### config.mk
export PLATFORM = sky130hd
export DESIGN_NAME = key_chord_matcher_flat
export DESIGN_NICKNAME = d
export VERILOG_FILES = /design/src/kcm_pkg.sv /design/src/kcm_if.sv /design/src/kcm_ram.sv /design/src/key_chord_matcher.sv /design/src/flat_wrapper.sv
export SDC_FILE = /design/constraint.sdc
export NUM_CORES = 2
export LEC_CHECK = 0
export BUFFER_PORTS_ARGS = -buffer_cell sky130_fd_sc_hd__buf_2
export CAP_MARGIN = 20
export CORE_ASPECT_RATIO = 2
export CORE_MARGIN = 2
export CORE_UTILIZATION = 55
export DETAILED_ROUTE_END_ITERATION = 8
export PLACE_DENSITY_LB_ADDON = 0.2
export RECOVER_POWER = 100
export SLEW_MARGIN = 30
export SYNTH_ARGS = -nofsm -noshare
export SYNTH_HDL_FRONTEND = slang
export SYNTH_SLANG_ARGS = --single-unit
### constraint.sdc
create_clock -name clk_i -period 11 [get_ports clk_i]
set_clock_uncertainty 0.05 [all_clocks]
set_input_delay 0.55 -clock clk_i [delete_from_list [all_inputs] [get_ports clk_i]]
set_output_delay 0.55 -clock clk_i [all_outputs]
set_load 0.05 [all_outputs]
### src/kcm_pkg.sv
// kcm_pkg: shared constants and types of the key chord matcher
// no dependencies; used by the interfaces, the top level and the checker

package kcm_pkg;

  localparam int HELD_DEPTH     = 8;
  localparam int CHORD_COUNT    = 8;
  localparam int KEYS_PER_CHORD = 6;
  localparam int CODE_BITS      = 10;

  localparam int KEY_CODE_W     = 10;
  localparam int KEY_VALUE_W    = 2;
  localparam int CHORD_IDX_W    = 3;
  localparam int HELD_COUNT_W   = 4;

  localparam int NUM_CHORD_REGS = 8;
  localparam int CFG_IDX_W      = 3;
  localparam int CFG_DATA_W     = 64;
  localparam int CHORD_CNT_LSB  = 60;
  localparam int CHORD_CNT_W    = 4;

  localparam int HELD_IDX_W     = (HELD_DEPTH > 1) ? $clog2(HELD_DEPTH) : 1;
  localparam int HELD_CNT_W     = $clog2(HELD_DEPTH + 1);
  localparam int HELD_CNT_MAX   = (HELD_DEPTH > 15) ? 15 : HELD_DEPTH;

  typedef logic [KEY_CODE_W-1:0]   key_code_t;
  typedef logic [KEY_VALUE_W-1:0]  key_value_t;
  typedef logic [CHORD_IDX_W-1:0]  chord_idx_t;
  typedef logic [HELD_COUNT_W-1:0] held_count_t;
  typedef logic [CODE_BITS-1:0]    code_t;

endpackage

### src/kcm_if.sv
// kcm_if: valid/ready channels for key events and match results
// depends on kcm_pkg

interface kcm_evt_if;
  logic                 valid;
  logic                 ready;
  kcm_pkg::key_code_t   key_code;
  kcm_pkg::key_value_t  key_value;

  modport source (output valid, key_code, key_value, input ready);
  modport sink   (input valid, key_code, key_value, output ready);
endinterface

interface kcm_res_if;
  logic                  valid;
  logic                  ready;
  logic                  fired;
  kcm_pkg::chord_idx_t   chord_index;
  logic                  last_result;
  kcm_pkg::held_count_t  held_count;
  logic                  overflow;

  modport source (output valid, fired, chord_index, last_result, held_count, overflow,
                  input ready);
  modport sink   (input valid, fired, chord_index, last_result, held_count, overflow,
                  output ready);
endinterface

### src/kcm_ram.sv
// kcm_ram: generic single-port-write, single-port-read ram, registered read
// no dependencies

module kcm_ram #(
  parameter int WIDTH = 8,
  parameter int DEPTH = 8
) (
  input  logic                                        clk_i,
  input  logic                                        we_i,
  input  logic [((DEPTH > 1) ? $clog2(DEPTH) : 1)-1:0] waddr_i,
  input  logic [WIDTH-1:0]                            wdata_i,
  input  logic [((DEPTH > 1) ? $clog2(DEPTH) : 1)-1:0] raddr_i,
  output logic [WIDTH-1:0]                            rdata_o
);

  logic [WIDTH-1:0] mem_q [DEPTH];

  always_ff @(posedge clk_i) begin
    if (we_i) begin
      mem_q[waddr_i] <= wdata_i;
    end
    rdata_o <= mem_q[raddr_i];
  end

endmodule

### src/key_chord_matcher.sv
// key_chord_matcher: held key set tracking and chord matching, top level
// depends on kcm_pkg, kcm_if and kcm_ram
//
// Each key event walks the held-code ram once, one entry per cycle, comparing every held
// code against every chord code and the event code at the same time; the set update is
// then written back and the matches are sent as one item per matching chord (or a single
// item with fired clear). An event keeps the block busy through the scan, the update, the match
// step and one emit step per result item (1 to CHORD_COUNT items), an emit waiting while the output
// register is full; the walk over the single read port of the held-code ram sets the scan. A new event is
// taken while the last result item still waits in the output register. Chord registers
// may be written whenever no event is in flight.

module key_chord_matcher (
  input  logic                             clk_i,
  input  logic                             rst_ni,
  kcm_evt_if.sink                          evt_i,
  kcm_res_if.source                        res_o,
  input  logic                             cfg_we_i,
  input  logic [kcm_pkg::CFG_IDX_W-1:0]    cfg_idx_i,
  input  logic [kcm_pkg::CFG_DATA_W-1:0]   cfg_data_i
);

  localparam int ScanCntW = $clog2(kcm_pkg::HELD_DEPTH + 1);

  typedef enum logic [4:0] {
    ST_IDLE   = 5'b00001,
    ST_SCAN   = 5'b00010,
    ST_UPDATE = 5'b00100,
    ST_MATCH  = 5'b01000,
    ST_EMIT   = 5'b10000
  } state_e;

  typedef logic [kcm_pkg::CHORD_COUNT-1:0][kcm_pkg::KEYS_PER_CHORD-1:0] found_t;

  state_e                                state_q, state_d;
  logic [kcm_pkg::CFG_DATA_W-1:0]        chord_q [kcm_pkg::CHORD_COUNT];
  logic [kcm_pkg::HELD_DEPTH-1:0]        held_valid_q, held_valid_d;
  kcm_pkg::code_t                        code_q, code_d;
  logic                                  press_q, press_d;
  logic [ScanCntW-1:0]                   scan_cnt_q, scan_cnt_d;
  logic [ScanCntW-1:0]                   scan_prev;
  logic [kcm_pkg::HELD_IDX_W-1:0]        scan_idx;
  found_t                                found_q, found_d;
  logic                                  hit_q, hit_d;
  logic [kcm_pkg::HELD_IDX_W-1:0]        pos_q, pos_d;
  logic                                  ovf_q, ovf_d;
  kcm_pkg::held_count_t                  hc_q, hc_d;
  logic [kcm_pkg::CHORD_COUNT-1:0]       rem_q, rem_d;

  logic                                  out_valid_q, out_valid_d;
  logic                                  out_fired_q, out_fired_d;
  kcm_pkg::chord_idx_t                   out_idx_q, out_idx_d;
  logic                                  out_last_q, out_last_d;
  kcm_pkg::held_count_t                  out_hc_q, out_hc_d;
  logic                                  out_ovf_q, out_ovf_d;

  logic                                  ram_we;
  logic [kcm_pkg::HELD_IDX_W-1:0]        free_slot;
  logic                                  has_free;
  logic                                  do_insert;
  logic                                  do_remove;
  kcm_pkg::code_t                        ram_rdata;

  kcm_ram #(
    .WIDTH (kcm_pkg::CODE_BITS),
    .DEPTH (kcm_pkg::HELD_DEPTH)
  ) u_held_ram (
    .clk_i   (clk_i),
    .we_i    (ram_we),
    .waddr_i (free_slot),
    .wdata_i (code_q),
    .raddr_i (scan_cnt_q[kcm_pkg::HELD_IDX_W-1:0]),
    .rdata_o (ram_rdata)
  );

  assign evt_i.ready       = (state_q == ST_IDLE);
  assign res_o.valid       = out_valid_q;
  assign res_o.fired       = out_fired_q;
  assign res_o.chord_index = out_idx_q;
  assign res_o.last_result = out_last_q;
  assign res_o.held_count  = out_hc_q;
  assign res_o.overflow    = out_ovf_q;

  assign scan_prev = scan_cnt_q - ScanCntW'(1);
  assign scan_idx  = scan_prev[kcm_pkg::HELD_IDX_W-1:0];

  // lowest free slot
  always_comb begin
    free_slot = '0;
    has_free  = 1'b0;
    for (int i = kcm_pkg::HELD_DEPTH - 1; i >= 0; i--) begin
      if (!held_valid_q[i]) begin
        free_slot = kcm_pkg::HELD_IDX_W'(i);
        has_free  = 1'b1;
      end
    end
  end

  assign do_insert = press_q && !hit_q && has_free;
  assign do_remove = !press_q && hit_q;
  assign ram_we    = (state_q == ST_UPDATE) && do_insert;

  always_comb begin
    logic [kcm_pkg::HELD_CNT_W-1:0]  held_n;
    logic [kcm_pkg::CHORD_CNT_W-1:0] cnt;
    kcm_pkg::code_t                  ccode;
    logic                            ok;
    logic [kcm_pkg::CHORD_COUNT-1:0] rest;
    logic [kcm_pkg::CHORD_IDX_W-1:0] sel;

    state_d      = state_q;
    held_valid_d = held_valid_q;
    code_d       = code_q;
    press_d      = press_q;
    scan_cnt_d   = scan_cnt_q;
    found_d      = found_q;
    hit_d        = hit_q;
    pos_d        = pos_q;
    ovf_d        = ovf_q;
    hc_d         = hc_q;
    rem_d        = rem_q;
    out_valid_d  = out_valid_q && !res_o.ready;
    out_fired_d  = out_fired_q;
    out_idx_d    = out_idx_q;
    out_last_d   = out_last_q;
    out_hc_d     = out_hc_q;
    out_ovf_d    = out_ovf_q;
    held_n       = '0;
    cnt          = '0;
    ccode        = '0;
    ok           = 1'b0;
    rest         = '0;
    sel          = '0;

    unique case (state_q)
      ST_IDLE: begin
        if (evt_i.valid) begin
          code_d     = evt_i.key_code[kcm_pkg::CODE_BITS-1:0];
          press_d    = (evt_i.key_value != '0);
          scan_cnt_d = '0;
          found_d    = '0;
          hit_d      = 1'b0;
          pos_d      = '0;
          state_d    = ST_SCAN;
        end
      end
      ST_SCAN: begin
        if (scan_cnt_q != '0 && held_valid_q[scan_idx]) begin
          if (ram_rdata == code_q) begin
            hit_d = 1'b1;
            pos_d = scan_idx;
          end
          for (int i = 0; i < kcm_pkg::CHORD_COUNT; i++) begin
            for (int k = 0; k < kcm_pkg::KEYS_PER_CHORD; k++) begin
              if (chord_q[i][k*kcm_pkg::CODE_BITS +: kcm_pkg::CODE_BITS] == ram_rdata) begin
                found_d[i][k] = 1'b1;
              end
            end
          end
        end
        if (scan_cnt_q == ScanCntW'(kcm_pkg::HELD_DEPTH)) begin
          state_d = ST_UPDATE;
        end else begin
          scan_cnt_d = scan_cnt_q + ScanCntW'(1);
        end
      end
      ST_UPDATE: begin
        ovf_d = press_q && !hit_q && !has_free;
        if (do_insert) begin
          held_valid_d[free_slot] = 1'b1;
        end
        if (do_remove) begin
          held_valid_d[pos_q] = 1'b0;
        end
        for (int i = 0; i < kcm_pkg::CHORD_COUNT; i++) begin
          for (int k = 0; k < kcm_pkg::KEYS_PER_CHORD; k++) begin
            if (chord_q[i][k*kcm_pkg::CODE_BITS +: kcm_pkg::CODE_BITS] == code_q) begin
              if (do_insert) begin
                found_d[i][k] = 1'b1;
              end
              if (do_remove) begin
                found_d[i][k] = 1'b0;
              end
            end
          end
        end
        state_d = ST_MATCH;
      end
      ST_MATCH: begin
        for (int j = 0; j < kcm_pkg::HELD_DEPTH; j++) begin
          held_n = held_n + kcm_pkg::HELD_CNT_W'(held_valid_q[j]);
        end
        if (32'(held_n) > 15) begin
          hc_d = kcm_pkg::HELD_COUNT_W'(15);
        end else begin
          hc_d = kcm_pkg::HELD_COUNT_W'(held_n);
        end
        for (int i = 0; i < kcm_pkg::CHORD_COUNT; i++) begin
          cnt = chord_q[i][kcm_pkg::CHORD_CNT_LSB +: kcm_pkg::CHORD_CNT_W];
          ok  = (cnt != '0) && (32'(cnt) <= kcm_pkg::KEYS_PER_CHORD) &&
                (32'(cnt) == 32'(held_n));
          for (int k = 0; k < kcm_pkg::KEYS_PER_CHORD; k++) begin
            if (k < 32'(cnt) && !found_q[i][k]) begin
              ok = 1'b0;
            end
          end
          rem_d[i] = ok;
        end
        state_d = ST_EMIT;
      end
      ST_EMIT: begin
        if (!out_valid_q || res_o.ready) begin
          out_valid_d = 1'b1;
          out_hc_d    = hc_q;
          out_ovf_d   = ovf_q;
          if (rem_q == '0) begin
            out_fired_d = 1'b0;
            out_idx_d   = '0;
            out_last_d  = 1'b1;
            state_d     = ST_IDLE;
          end else begin
            for (int i = kcm_pkg::CHORD_COUNT - 1; i >= 0; i--) begin
              if (rem_q[i]) begin
                sel = kcm_pkg::CHORD_IDX_W'(i);
              end
            end
            rest      = rem_q;
            rest[sel] = 1'b0;
            rem_d     = rest;
            out_fired_d = 1'b1;
            out_idx_d   = sel;
            out_last_d  = (rest == '0);
            if (rest == '0) begin
              state_d = ST_IDLE;
            end
          end
        end
      end
      default: begin
        state_d = ST_IDLE;
      end
    endcase
  end

  always_ff @(posedge clk_i or negedge rst_ni) begin
    if (!rst_ni) begin
      state_q      <= ST_IDLE;
      held_valid_q <= '0;
      out_valid_q  <= 1'b0;
      for (int i = 0; i < kcm_pkg::CHORD_COUNT; i++) begin
        chord_q[i] <= '0;
      end
    end else begin
      state_q      <= state_d;
      held_valid_q <= held_valid_d;
      out_valid_q  <= out_valid_d;
      if (cfg_we_i && (32'(cfg_idx_i) < kcm_pkg::CHORD_COUNT)) begin
        chord_q[cfg_idx_i] <= cfg_data_i;
      end
    end
  end

  always_ff @(posedge clk_i) begin
    code_q      <= code_d;
    press_q     <= press_d;
    scan_cnt_q  <= scan_cnt_d;
    found_q     <= found_d;
    hit_q       <= hit_d;
    pos_q       <= pos_d;
    ovf_q       <= ovf_d;
    hc_q        <= hc_d;
    rem_q       <= rem_d;
    out_fired_q <= out_fired_d;
    out_idx_q   <= out_idx_d;
    out_last_q  <= out_last_d;
    out_hc_q    <= out_hc_d;
    out_ovf_q   <= out_ovf_d;
  end

endmodule

### src/flat_wrapper.sv
// flat-port wrapper written by rule: the top's interface ports become plain ports
module key_chord_matcher_flat 
  (clk_i, rst_ni, cfg_we_i, cfg_idx_i, cfg_data_i, evt_i_valid, evt_i_key_code, evt_i_key_value, evt_i_ready, res_o_valid, res_o_fired, res_o_chord_index, res_o_last_result, res_o_held_count, res_o_overflow, res_o_ready);
  kcm_evt_if evt_i_i ();
  kcm_res_if res_o_i ();
  input  logic clk_i;
  input  logic rst_ni;
  input  logic cfg_we_i;
  input  logic [kcm_pkg::CFG_IDX_W-1:0] cfg_idx_i;
  input  logic [kcm_pkg::CFG_DATA_W-1:0] cfg_data_i;
  input wire logic [$bits(evt_i_i.valid)-1:0] evt_i_valid;
  input wire logic [$bits(evt_i_i.key_code)-1:0] evt_i_key_code;
  input wire logic [$bits(evt_i_i.key_value)-1:0] evt_i_key_value;
  output wire logic [$bits(evt_i_i.ready)-1:0] evt_i_ready;
  output wire logic [$bits(res_o_i.valid)-1:0] res_o_valid;
  output wire logic [$bits(res_o_i.fired)-1:0] res_o_fired;
  output wire logic [$bits(res_o_i.chord_index)-1:0] res_o_chord_index;
  output wire logic [$bits(res_o_i.last_result)-1:0] res_o_last_result;
  output wire logic [$bits(res_o_i.held_count)-1:0] res_o_held_count;
  output wire logic [$bits(res_o_i.overflow)-1:0] res_o_overflow;
  input wire logic [$bits(res_o_i.ready)-1:0] res_o_ready;
  assign evt_i_i.valid = evt_i_valid;
  assign evt_i_i.key_code = evt_i_key_code;
  assign evt_i_i.key_value = evt_i_key_value;
  assign evt_i_ready = evt_i_i.ready;
  assign res_o_valid = res_o_i.valid;
  assign res_o_fired = res_o_i.fired;
  assign res_o_chord_index = res_o_i.chord_index;
  assign res_o_last_result = res_o_i.last_result;
  assign res_o_held_count = res_o_i.held_count;
  assign res_o_overflow = res_o_i.overflow;
  assign res_o_i.ready = res_o_ready;
  key_chord_matcher u_core (.clk_i(clk_i), .rst_ni(rst_ni), .evt_i(evt_i_i), .res_o(res_o_i), .cfg_we_i(cfg_we_i), .cfg_idx_i(cfg_idx_i), .cfg_data_i(cfg_data_i));
endmodule
-- Yosys cells after proc, flatten, opt, wreduce, memory -nomap -nowiden
Memories as Yosys holds them, arrays and structs flattened. A register that Yosys moved wholly into a read port is not among the register bits.
Cells that the tools add are included.
- word-level logic and storage cells: 782
- input port bits: 84
- memories kept: 1
- register bits: 616
- bits in writable memories: 80
- memory list (name ; depth ; bits a word ; rd ports ; clocked after memory_dff ; wr ports ; RTL line ; source):
    u_core.u_held_ram.mem_q ; 8 ; 10 ; 1 ; 1 ; 1 ; kcm_ram.sv:16 ; logic [WIDTH-1:0] mem_q [DEPTH];
- reduce and logical (&&, ||, !) cells: 198
- add/sub/neg operators: 9
- order comparisons: 65
- mux-type cells: 215
- bitwise gates (word level): 6
- equal/unequal tests: 216
- operators by type and width (kind ; count):
    $eq A10 B10 Y1 ; 97
    $bwmux W512 ; 1
    $reduce_and A6 Y1 ; 48
    $demux W64 S3 ; 1
    $mux W1 ; 166
    $pmux W48 S3 ; 1
    $ne A2 B1 Y1 const B ; 52
    $ne A2 B2 Y1 const B ; 51
    $mux W48 ; 2
    $logic_and A1 B1 Y1 ; 75
    $mux W3 ; 22
    $lt A1 B4 Y1 const A ; 16
    $lt A2 B4 Y1 const A ; 16
    $lt A3 B4 Y1 const A ; 16
    $mux W64 ; 1
    $logic_not A1 Y1 ; 53
    $mux W8 ; 5
    $reduce_bool A4 Y1 ; 9
    $eq A4 B4 Y1 ; 8
    $le A4 B3 Y1 const B ; 8
    $mux W5 ; 5
    $pmux W5 S5 ; 1
    $add A4 B1 Y4 ; 6
    $and A8 B8 Y8 ; 2
    31 further kinds ; 47

-- Logic depth before layout (Yosys ltp)
- word-level depth: 22
- mapped depth: 12
- mapped depth without buffers: 11

-- Hierarchy
Synthesis repeated with hierarchy kept, for this count alone.
- cell total of the unflattened synthesis: 3095
- area, all modules: 38639.6 sq um
- by module, submodules not included (module ; area an instance (sq um) ; sequential area each (sq um) ; cells each ; instances):
    key_chord_matcher ; 35306.4 ; 15866.5 ; 2957 ; 1
    kcm_ram ; 3333.2 ; 2602.5 ; 138 ; 1

-- Worst setup path after synthesis
No wires, ideal clock.
- kind: flip-flop to flip-flop
- from: register u_core.held_valid_q[0] (netlist bit)
- to: register u_core.rem_q[3] (netlist bit) (data pin)
- period minus slack after synthesis: 4.074 ns
- setup slack: 6.926 ns
- arrival time: 3.876 ns
- setup time: 0.147 ns
- cell stages (with the launch flop): 12
- cell sequence: dfrtp_1 > ha_1 > inv_1 > fa_1 > fa_1 > fa_1 > fa_1 > buf_2 > xnor2_1 > or4b_2 > nor4_1 > o2bb2ai_1
- word-level cells in the longest chain between the ends: 16
- RTL lines (what ; RTL line ; source):
    start: declaration ; key_chord_matcher.sv:37 ; logic [kcm_pkg::HELD_DEPTH-1:0] held_valid_q, held_valid_d;
    start signal: assignment ; key_chord_matcher.sv:255 ; held_valid_q <= held_valid_d;
    $add A1 B1 Y2 ; key_chord_matcher.sv:191 ; held_n = held_n + kcm_pkg::HELD_CNT_W'(held_valid_q[j]);
    $add A4 B1 Y4 (6 in series) ; key_chord_matcher.sv:191 ;
    $eq A4 B4 Y1 ; key_chord_matcher.sv:201 ; (32'(cnt) == 32'(held_n));
    $logic_and A1 B1 Y1 ; key_chord_matcher.sv:200 ; ok = (cnt != '0) && (32'(cnt) <= kcm_pkg::KEYS_PER_CHORD) &&
    $mux W1 (6 in series) ; key_chord_matcher.sv:203 ; if (k < 32'(cnt) && !found_q[i][k]) begin
    $pmux W8 S2 ; key_chord_matcher.sv:135 ; unique case (state_q)
    net u_core.rem_d (one bit) ; key_chord_matcher.sv:48 ; logic [kcm_pkg::CHORD_COUNT-1:0] rem_q, rem_d;
    end signal: assignment ; key_chord_matcher.sv:272 ; rem_q <= rem_d;
    end: declaration ; key_chord_matcher.sv:48 ;
The timed path passes the listed nets, and every way through them passes these cells.
A chain may end at the register's enable or synchronous reset.

==> out/metrics.yaml <==
synth-compound-area-share_pct: 2.96
fin_crit_sh_pct: 51.5
synth_ff_type: "dfrtp_1"
synthTopCellsByArea: "dfrtp_1 34%, xor2_1 18%, mux2_2 15%, edfxtp_1 13%, xnor2_1 4.6%"
max_freq_ghz: 0.177
cap_violations: 22
netlist_area_mm2: 0.0384
cp.required_ns: 11.64
dpl_worst_slack_ns: 6.56
drive_above_1_share_pct: 25.1
p_seq_share_pct: 41.4
fp.coreArea_mm2: 0.0694
insertion_delay_ns: 0.66
routed_wl_um: 115000
p_leak_nw: 16.7
postSynthAreaPerCell_um2: 12.6
initial_core_util_pct: 55.3
power_density_mw_per_mm2: 248
post_cts_resized: 0
post-synth-top-area-cell: "dfrtp_1"
hold-worst-slack_ns: 0.0322
synth-simple-area-share_pct: 6.84
dp.cells: 3909
ir_drop_mv: 0.220
p_comb_share_pct: 34.2
yosysWarnings: 0
ant_nets: 0
area_growth_pct: 8.84
violations: "capacitance limit, slew limit"
dpl_cell_area_mm2: 0.0397
max_slew.worst_pin.slew_ns: 5.32
via_count: 25300
synth-seq-area-share_pct: 48.1
ys_top_cells_by_count: "785 x xor2_1, 525 x dfrtp_1, 522 x mux2_2"
power_mw: 10.4
reg2reg_depth: 7
die_h_um: 378
n_fill_cell: 5641
cts.sinks: 706
die_w_um: 191
start_kind: "input port"
power.net_switching_mw: 3.98
routedWlPerCell_um: 28.5
syn_inst: 3060
die_area_mm2: 0.0721
grt_busiest_layer: "met2"
drc_errors: 0
grt_pass1_vias: 25700
hpwl_um: 66900
multi_input_area_mm2: 0.0188
critPathKind: "input port to asynchronous set/reset pin"
utilization_pct: 60.2
drt-initial-drc-count: 1760
critPathMaxFanout: 148
drtPass1Iterations: 5
rsz0062_at_grt: "false"
globalRouteOverflowTotal: 0
met1_usage_pct: 40.9
synthXorXnorAreaFrac_pct: 22.5
grt_max_degree: 149
routed_via_density: 6.26
hold_class: "input port to register"
p_int_mw: 6.38
reg2reg_from: "u_core.state_q[1]"
register_area_mm2: 0.0185
synth.distinct_cells: 66
antenna_found_initial: 6
timing.rr.end: "u_core.found_q[7]"
ios: 96
slew_headroom_pct: -255
fin_cells: 4038
syn_nets: 3153
clockRootBuffer: "clkbuf_16"
synth_top_area_share_pct: 34.2
globalRouteMet3Util_pct: 4.27
async_flop_share_pct: 74.5
fin_ws_ns: 5.33
path_clk_slew_ns: 0.07
row_count: 137
clkPwrFrac_pct: 24.4
hold_depth: 1
slew_viol_final: 939
cts-buffers-inserted: 68
hp-start: "evt_i_key_code[6]"
fin_nets: 3171
yosysMostFrequentCell: "xor2_1"
grt_usage_pct: 32.5
setup_viol: 0
synth-edff-count: 170
synth_fa_ha_area_share_pct: 0.371
worstPathArrival_ns: 6.31
cts_tree: "built"
io_buffers: 95
synth_top_family_by_area: "XOR/XNOR gates"
synthMuxAreaShare_pct: 16.7
grt_pass1_wl_um: 170000
r2r_setup_slack_ns: 5.58
status: "finished, violations left"
htreeDepth: 3
grt_use_met2_pct: 54.1
postLayoutCellArea_mm2: 0.0418
holdPathEnd: "u_core.code_q[6]"
place_congestion: 0.906
cts_buffer_depth: 3
setup_tns_ns: 0
report.final.hold_viol_count: 0
period_needed_ns: 5.67
endpoint_kind: "asynchronous set/reset pin"
switching_share_pct: 38.4
synth-seq-cells: 706
layout make-up:
cell class,instances,share of cell area [%]
Antenna cell,1,0.00598
Inverter,29,0.260
Clock buffer,93,4.67
Sequential cell,706,44.3
Timing Repair Buffer,152,2.01
Multi-Input combinational cell,2121,45.1
Clock inverter,33,1.04
Tap cell,903,2.70
logic make-up after synthesis:
logic type / after synthesis
xor gates and xnor gates: 986
DFF: 706
muxes: 549
and+or+nand+nor: 439
buffers and inverters: 233
AOI/OAI and AO/OA: 138
adders and majority gates: 9
how the worst max path moves through the flow:
stage,start,end,slack [ns]
6_report,rst_ni,u_core.chord_q[406],5.33
2_1_floorplan,u_core.held_valid_q[0],u_core.rem_q[3],6.93
3_3_place_gp,u_core.held_valid_q[0],u_core.rem_q[3],6.58
3_5_place_dp,u_core.held_valid_q[0],u_core.rem_q[3],6.56
5_1_grt,rst_ni,u_core.chord_q[413],4.43
4_1_cts,u_core.held_valid_q[0],u_core.rem_q[3],6.54
power groups by stage:
stage | clock network (mW) | registers (mW) | logic (mW)
3_5_place_dp | 0 | 4.30 | 3.53
3_3_place_gp | 0 | 4.30 | 3.44
4_1_cts | 2.57 | 4.26 | 3.56
5_1_grt | 2.68 | 4.33 | 3.80
2_1_floorplan | 0 | 3.79 | 2.82
6_report | 2.53 | 4.29 | 3.54
placed cells by master (no fill, tap or decap), drive strengths merged, types with 30 or more instances in the layout:
cell type,instances
nor2,34
buf,111
edfxtp,170
xor2,785
o21ai,30
clkbuf,133
a221oi,48
xnor2,201
inv,33
mux2,522
dfrtp,525
nor4,200
nand4,103
repair_timing:
action,4_1_cts,5_1_grt
endpoints found under the hold margin,89,0
setup buffers,0,0
hold buffers,1,0
endpoints found under the setup margin,0,0
per-layer routing:
layer | part of all wire [%] | routed length [um]
met5 | 0.020 | 23
met4 | 5.8 | 6690
met3 | 6.0 | 6920
met2 | 49 | 56400
met1 | 39 | 45000
registers in the layout, summed over array words and instances, names as in the netlist, 4 cells and up:
name and count:
u_core.u_held_ram.mem_q 80, u_core.rem_q 8, u_core.scan_cnt_q 4, u_core.code_q 10, u_core.hc_q 4, u_core.u_held_ram.rdata_o 10, u_core.found_q 48, u_core.res_o.held_count 4
u_core.held_valid_q 8, u_core.state_q 5, u_core.chord_q 512
critical path, stage by stage:
cell	delay (ns)
dlygate4sd3_1	0.52
clkbuf_1	3.70
buf_12	0.48
buf_4	0.71
Power figures use the tool's default switching activity.
